===== config.mk =====
export PLATFORM = sky130hd
export DESIGN_NAME = sls_cell
export DESIGN_NICKNAME = d
export VERILOG_FILES = /design/src/rtl/core/sorted_list_insert_search_assert.svh /design/src/rtl/core/sls_pkg.sv /design/src/rtl/core/sls_cell.sv
export SDC_FILE = /design/constraint.sdc
export NUM_CORES = 1
export LEC_CHECK = 0
export BUFFER_PORTS_ARGS = -buffer_cell sky130_fd_sc_hd__buf_4
export CAP_MARGIN = 10
export CORE_ASPECT_RATIO = 1.75
export CORE_UTILIZATION = 50
export CTS_CLUSTER_DIAMETER = 200
export CTS_CLUSTER_SIZE = 8
export DETAILED_ROUTE_END_ITERATION = 10
export GPL_ROUTABILITY_DRIVEN = 0
export GPL_TIMING_DRIVEN = 0
export PLACE_DENSITY = 0.85
export SYNTH_ARGS = -nofsm -noshare
export SYNTH_HDL_FRONTEND = slang
export SYNTH_SLANG_ARGS = --single-unit

===== constraint.sdc =====
create_clock -name clk_i -period 8.8 [get_ports clk_i]
set_clock_uncertainty 0.05 [all_clocks]
set_input_delay 1.32 -clock clk_i [delete_from_list [all_inputs] [get_ports clk_i]]
set_output_delay 1.32 -clock clk_i [all_outputs]
set_load 0.005 [all_outputs]

===== src/rtl/core/sorted_list_insert_search_assert.svh =====
// ----------------------------------------------------------------------------
// Assertion macros for the sorted list block
// Clocked on clk_i, muted while rst_ni is low; report by $error.
// ----------------------------------------------------------------------------
`ifndef SORTED_LIST_INSERT_SEARCH_ASSERT_SVH
`define SORTED_LIST_INSERT_SEARCH_ASSERT_SVH

// Same-cycle implication.
`define SLS_ASSERT_NOW(label, ante, cons) \
  label: assert property (@(posedge clk_i) disable iff (!rst_ni) (ante) |-> (cons)) \
    else $error("sorted list: same-cycle check failed");

// Next-cycle implication.
`define SLS_ASSERT_NEXT(label, ante, cons) \
  label: assert property (@(posedge clk_i) disable iff (!rst_ni) (ante) |=> (cons)) \
    else $error("sorted list: next-cycle check failed");

`endif


===== src/rtl/core/sls_pkg.sv =====
// ----------------------------------------------------------------------------
// sls_pkg
// Shared types and constants of the sorted list insert and search block.
// ----------------------------------------------------------------------------
package sls_pkg;

  localparam int unsigned CAPACITY_DEF = 64;
  localparam int unsigned DATA_W       = 32;
  localparam int unsigned COUNT_OUT_W  = 7;

  typedef enum logic {
    OP_INSERT = 1'b0,
    OP_SEARCH = 1'b1
  } op_e;

  typedef enum logic [1:0] {
    ST_INSERTED  = 2'd0,
    ST_FOUND     = 2'd1,
    ST_NOT_FOUND = 2'd2,
    ST_FULL      = 2'd3
  } status_e;

  // Broadcast control seen by every cell of the chain.
  typedef struct packed {
    logic insert_en;   // shift / load this cycle
    logic descending;  // ordering rule
  } cell_ctrl_t;

endpackage


===== src/rtl/core/sls_cell.sv =====
// ----------------------------------------------------------------------------
// sls_cell
// One slot of the sorted chain: holds an entry, compares it with the
// broadcast value, and loads either the value or its front neighbor's entry.
// ----------------------------------------------------------------------------
module sls_cell (
  input  logic                              clk_i,
  input  sls_pkg::cell_ctrl_t               ctrl_i,
  input  logic signed [sls_pkg::DATA_W-1:0] value_i,
  input  logic                              valid_i,
  input  logic signed [sls_pkg::DATA_W-1:0] prev_entry_i,
  input  logic                              placed_i,
  output logic signed [sls_pkg::DATA_W-1:0] entry_o,
  output logic                              placed_o,
  output logic                              hit_o
);

  logic signed [sls_pkg::DATA_W-1:0] entry_q, entry_d;
  logic                              pass;

  // An entry lets the value go further back while it sorts strictly ahead.
  assign pass = valid_i && (ctrl_i.descending ? (entry_q > value_i)
                                              : (entry_q < value_i));

  assign placed_o = placed_i | ~pass;
  assign hit_o    = valid_i && (entry_q == value_i);
  assign entry_o  = entry_q;

  always_comb begin
    entry_d = entry_q;
    if (ctrl_i.insert_en) begin
      if (placed_i) begin
        entry_d = prev_entry_i;   // slot opened in front: move back
      end else if (!pass) begin
        entry_d = value_i;        // first slot that fails the rule
      end
    end
  end

  always_ff @(posedge clk_i) begin
    entry_q <= entry_d;
  end

endmodule


==> summary.md, run 1 <==
| Metric | Value |
|---|---|
| Skew-Pair Late Insertion Delay | 0.28 ns |
| First-pass GRT wire length | 8.321 mm |
| Pre-CTS WS | 4.009 ns |
| Flops & latches, synth | 32 |
| H-tree levels | 2 |
| RSZ-0062 raised after global routing | no |
| Setup Fix Bufs, Post-CTS | 0 |
| LEAKAGE | 1.504 nW |
| Sequential cell area | 960.9 µm² |
| Pwr Total | 411.7 µW |
| WP data arrival | 3.41 ns |
| DIE HEIGHT | 88.92 µm |
| Largest register FFs | 32 |
| YS warnings | 0 |
| Outcome | complete, no violations |
| P per Cell Area | 134.6 nW/µm² |
| Clock slew at reported path FFs | 0.06 ns |
| CTS-repair resized insts | 0 |
| ANT nets after route | 0 |
| Hold worst-path end | entry_o[18] |
| DRC Markers | 0 |
| # rows | 31 |
| Clock tree buffer depth | 2 |
| Max_slew headroom | 49.25% |
| Reg2reg setup slack | 5.53 ns |
| Initial core utilization | 52.00% |
| Worst setup margin | 4.019 ns |
| Max_cap viols | 0 |
| Yosys top cell area share | 44.52% |
| Busiest grt layer | met2 |
| Die Wd | 51.67 µm |
| Synth top area cells | edfxtp_1 45%, ha_1 19%, o21ai_0 7.7% |
| Met2 Use GR | 48.88% |
| GR Overflow Total | 0 |
| R2R Path Start | entry_o[5] |
| HP Class | in -> reg |
| Pre-Repair DR Iteration Count | 4 |
| Clock sink total | 32 |
| Area of the multi-input gates | 1045 µm² |
| Ant. Diodes | 0 |
| Port Buffers | 101 |
| Tmin final | 4.781 ns |
| GR Util met3 | 7.313% |
| Final wirelength | 5.453 mm |
| Crit share post-route | 54.33% |
| Total core area | 4150 µm² |
| Fmax | 209.2 MHz |
| Hold path startpoint | prev_entry_i[18] |
| Iteration-0 DRC Markers | 32 |
| Post-Syn Area | 2158 µm² |
| R2R depth | 8 |
| Worst Path Max Fanout | 2 |
| Pin count of the biggest net entering global routing | 33 |
| Hold Vio Cnt, Final | 0 |
| Post-DP HPWL | 4.350 mm |
| Synth cell types | 31 |
| Synthesis-to-layout area growth | 41.74% |
| DIE AREA | 4594 µm² |
| Max Slew Vio Count | 0 |
| All-layer global routing usage | 24.86% |
| Layout cell share with drive strength beyond 1 | 32.93% |
| Vias | 2,063 |
| Fillers | 323 |
| Crit end category | primary output |
| Post-route setup TNS | 0 ns |
| Mapped Cells | 225 |
| Vias in the first global route | 2,027 |
| Maximum vdd ir drop | 109.0 µV |
| Least-Margin Pin Slew | 0.7613 ns |
| Syn nets | 326 |
| Nets@finish | 434 |
| Avg Inst Size Synth | 9.593 µm² |
| CTS Root Cell | clkbuf_8 |
| Worst hold stages | 3 |
| Final-report setup violation count | 0 |
| M1 GR Usage | 23.08% |
| Via density | 5.386 |
| R2r endpoint | entry_o[8] |
| Required @ worst endpoint | 7.43 ns |
| Cell taking the most area after synthesis | edfxtp_1 |
| Fin util | 73.71% |
| Startpoint Class | primary input |
| Drt wl/cell | 14.24 µm |
| Initial antenna violation count | 0 |
| Setup CP Type | in -> out |
| CTS tree | yes |
| I/O Pins | 103 |
| Num CTS Buffers | 5 |
| CTS Hold Bufs | 0 |
| Register area share after synthesis | 44.52% |
per-stage QoR:
stage,cells,hold WS (ns),area [µm²]
6_report,383,1.264,3059
3_5_place_dp,375,1.424,2979
4_1_cts,383,1.263,3059
3_3_place_gp,375,1.546,2978
2_1_floorplan,225,1.457,2158
5_1_grt,383,1.265,3059
worst max-delay path by stage:
stage,start,endpoint,slack (ns),depth (start not counted)
after floorplan,value_i[11],placed_o,4.36,9
after CTS,value_i[5],placed_o,4.00,11
after global placement,value_i[5],entry_o[27],3.98,10
after detailed placement,value_i[5],placed_o,4.01,11
final,value_i[9],placed_o,4.02,11
after global routing,value_i[5],placed_o,3.87,11
layout by cell type (no fill, tap or decap), drive strengths merged:
cell type and instances:
buf 101, nand2 38, inv 34, o21ai 33
ha 32, edfxtp 32, clkbuf 14, a21oi 11
nor3 5, nand4 4, and4 3, nand3 3
nor2 3, a21boi 2, mux2i 2, nor4 2
mux2 1, nand2b 1, nor4bb 1, o21a 1
o2bb2ai 1, nor2b 1, o211ai 1, o41a 1
a221oi 1, a211oi 1, a21o 1, o22ai 1
and2 1, and3 1, clkinv 1
kinds of logic (layout without fill, tap and decap cells):
family,Yosys count,in the layout,synth area share [%]
and+or+nand+nor,63,63,14.26
AOI/OAI and AO/OA,54,54,14.09
buffers and inverters,41,150,7.131
adders and majority gates,32,32,18.55
DFF,32,32,44.52
muxes,3,3,1.449
power by group:
group	internal [mW]	total, mW	leakage [nW]	switching [mW]
Sequential	0.186	0.194	0.314	0.00803
Clock	0.0550	0.107	0.0399	0.0524
Combinational	0.0589	0.110	1.15	0.0512
Total	0.300	0.412	1.50	0.112
per-layer routing:
metal / part of all wire (%) / wire [µm]
met5: 0 / 0
met4: 1.9 / 104
met3: 7.1 / 385
met2: 57 / 3087
met1: 34 / 1875
synth_stat cells (all sizes together):
library cell	number
and4	3
o22ai	1
and2	1
nor4bb	1
clkbuf	7
and3	1
mux2	1
a221oi	1
nor2b	1
a21oi	11
mux2i	2
o2bb2ai	1
a21boi	2
nor3	5
nor2	3
nand3	3
nand2	38
o41a	1
o21a	1
nor4	2
o211ai	1
o21ai	33
a21o	1
nand2b	1
inv	34
a211oi	1
ha	32
edfxtp	32
nand4	4
final cells by class:
cell class	count	area share, %
inverter	34	4.172
clock buffer	7	2.495
multi-input combinational	152	34.15
buffer	7	0.8589
sequential	32	31.41
tap	49	2.004
clock inverter	1	0.1227
timing repair buffer	101	24.79
critical path, cell delays in order:
cell	delay [ns]
buf_4	0.07
inv_1	0.04
ha_1	0.31
a21oi_1	0.20
o21a_1	0.13
o2bb2ai_1	0.07
o41a_1	0.44
nor4_4	0.33
mux2i_1	0.25
and2_1	0.15
buf_4	0.11
No activity file was read; power rests on OpenSTA's default activity.
==> run 2, diff against run 1 <==
--- a/config.mk
+++ b/config.mk
@@ -8,13 +8,13 @@
 export BUFFER_PORTS_ARGS = -buffer_cell sky130_fd_sc_hd__buf_4
 export CAP_MARGIN = 10
 export CORE_ASPECT_RATIO = 1.75
-export CORE_UTILIZATION = 50
+export CORE_UTILIZATION = 42
 export CTS_CLUSTER_DIAMETER = 200
 export CTS_CLUSTER_SIZE = 8
 export DETAILED_ROUTE_END_ITERATION = 10
 export GPL_ROUTABILITY_DRIVEN = 0
 export GPL_TIMING_DRIVEN = 0
-export PLACE_DENSITY = 0.85
+export PLACE_DENSITY = 0.76
 export SYNTH_ARGS = -nofsm -noshare
 export SYNTH_HDL_FRONTEND = slang
 export SYNTH_SLANG_ARGS = --single-unit
==> constraint.sdc (replaced) <==
create_clock -name clk_i -period 4.2 [get_ports clk_i]
set_clock_uncertainty 0.05 [all_clocks]
set_input_delay 0.63 -clock clk_i [delete_from_list [all_inputs] [get_ports clk_i]]
set_output_delay 0.63 -clock clk_i [all_outputs]
set_load 0.005 [all_outputs]
==> run 2 against run 1 <==
Against the previous run: worst hold slack lost 0.69 ns; critical path depth unchanged; highest routed layer unchanged; non-clock buffer count is the same; critical path type unchanged.
==> summary.md, run 2 (synthesized netlist as in run 1, its figures left out) <==
| Metric | Value |
|---|---|
| Finished Cell Area | 3065 µm² |
| Hold Vio Cnt, Final | 0 |
| Iteration-0 DRC Markers | 82 |
| Clock slew at reported path FFs | 0.07 ns |
| Clock tree buffer depth | 2 |
| Max Slew Vio Count | 0 |
| Post-DP Area | 2985 µm² |
| CTS-repair resized insts | 0 |
| Synthesis-to-layout area growth | 42.03% |
| DRC Markers | 0 |
| Final wirelength | 5.526 mm |
| ANT nets after route | 0 |
| DIE AREA | 5441 µm² |
| CTS Hold Bufs | 0 |
| Post-DP HPWL | 4.436 mm |
| First-pass GRT wire length | 9.087 mm |
| CTS Root Cell | clkbuf_8 |
| Max_cap viols | 0 |
| Num CTS Buffers | 5 |
| Crit share post-route | 81.97% |
| Total core area | 4935 µm² |
| Via density | 5.137 |
| Die Wd | 56.19 µm |
| Cell Chain, Critical Path | buf_4, inv_1, ha_1, a21oi_1, o21ai_0, o2bb2ai_1, o41a_1, nor4_4, mux2i_1, and2_1, buf_4 |
| GR Overflow Total | 0 |
| LEAKAGE | 1.504 nW |
| Largest register FFs | 32 |
| Skew-Pair Late Insertion Delay | 0.28 ns |
| Area of the multi-input gates | 1045 µm² |
| Most frequent cells in the layout | 101 x buf_4, 38 x nand2_1, 34 x inv_1 |
| Most common cell after layout, fill and taps aside | buf_4 |
| Pwr Total | 862.8 µW |
| CTS tree | yes |
| Drt wl/cell | 14.24 µm |
| Buf/Inv on CP | 3 |
| Setup CP Type | in -> out |
| Port Buffers | 101 |
| Worst Path Max Fanout | 2 |
| I/O Pins | 103 |
| R2R Path Start | entry_o[5] |
| Initial antenna violation count | 0 |
| DIE HEIGHT | 96.83 µm |
| WP data arrival | 2.76 ns |
| Most used cell, CP | buf_4 |
| Crit path largest cell delay | 0.44 ns |
| H-tree levels | 2 |
| Cell family with the largest share of critical-path delay | compound AO/OA/AOI/OAI gates |
| Tmin final | 3.443 ns |
| Maximum vdd ir drop | 219.1 µV |
| Pre-Repair DR Iteration Count | 4 |
| Final-report setup violation count | 0 |
| Initial core utilization | 43.74% |
| # rows | 34 |
| Setup Fix Bufs, Post-CTS | 0 |
| P per Cell Area | 281.5 nW/µm² |
| Nets@finish | 434 |
| RSZ-0062 raised after global routing | no |
| Layout cell share with drive strength beyond 1 | 32.93% |
| Clock sink total | 32 |
| Least-Margin Pin Slew | 0.7780 ns |
| Pin count of the biggest net entering global routing | 33 |
| Sequential cell area | 960.9 µm² |
| Fillers | 462 |
| Worst Setup SP | value_i[5] |
| Outcome | complete, no violations |
| Required @ worst endpoint | 3.52 ns |
| Fmax | 290.5 MHz |
| Vias | 1,993 |
| Crit end category | primary output |
| CP max stage cell | o41a_1 |
| Ant. Diodes | 0 |
| Startpoint Class | primary input |
| All-layer global routing usage | 21.28% |
| Hold path startpoint | prev_entry_i[30] |
| Max_slew headroom | 48.13% |
| Vias in the first global route | 2,100 |
| Post-route setup TNS | 0 ns |
| HP Class | in -> reg |
-- run 2: cell counts in the layout (fill, tap and decap cells not counted) --
Identical to the previous run, type by type.
-- run 2: through the flow --
step	cells	hold slack, ns	worst slack, ns	utilization (%)
after detailed placement	380	0.8610	0.5204	60.50
after CTS	388	0.5639	0.7668	62.12
after global routing	388	0.5784	0.6610	62.12
after global placement	380	0.8568	0.01452	60.47
after floorplan	225	0.7671	0.6535	-
final	388	0.5701	0.7572	62.12
-- run 2: worst paths after layout --
check           endpoint  slack, ns  cells past startpoint
max             placed_o       0.76                     11
min reg2reg  entry_o[23]       1.46                      4
min          entry_o[30]       0.57                      3
max reg2reg  entry_o[16]       0.88                      8
-- run 2: power breakdown --
part | leakage, nW | switching, mW | total, mW | internal (mW)
registers | 0.314 | 0.0164 | 0.406 | 0.390
logic | 1.15 | 0.107 | 0.230 | 0.123
clock network | 0.0399 | 0.111 | 0.226 | 0.115
-- run 2: metal layers --
metal  part of all wire (%)  up-vias  global-route usage, %  wire (µm)
met5                      0        -                      0          0
met4                    2.1        0                  7.129        116
met3                    5.1        9                  5.080        284
met2                     56       66                  40.48       3095
met1                     37      911                  21.96       2030
li1                       -     1007                      -          -
-- run 2: cell type report --
cell class	instances	share of cell area, %
Buffer	7	0.8571
Sequential cell	32	31.35
Inverter	34	4.163
Clock inverter	1	0.1224
Timing Repair Buffer	101	24.73
Tap cell	54	2.204
Clock buffer	7	2.490
Multi-Input combinational cell	152	34.08
-- run 2: worst min-delay path: stages --
cell and delay, ns:
buf_4 0.08, nand2_1 0.03, o21ai_0 0.05
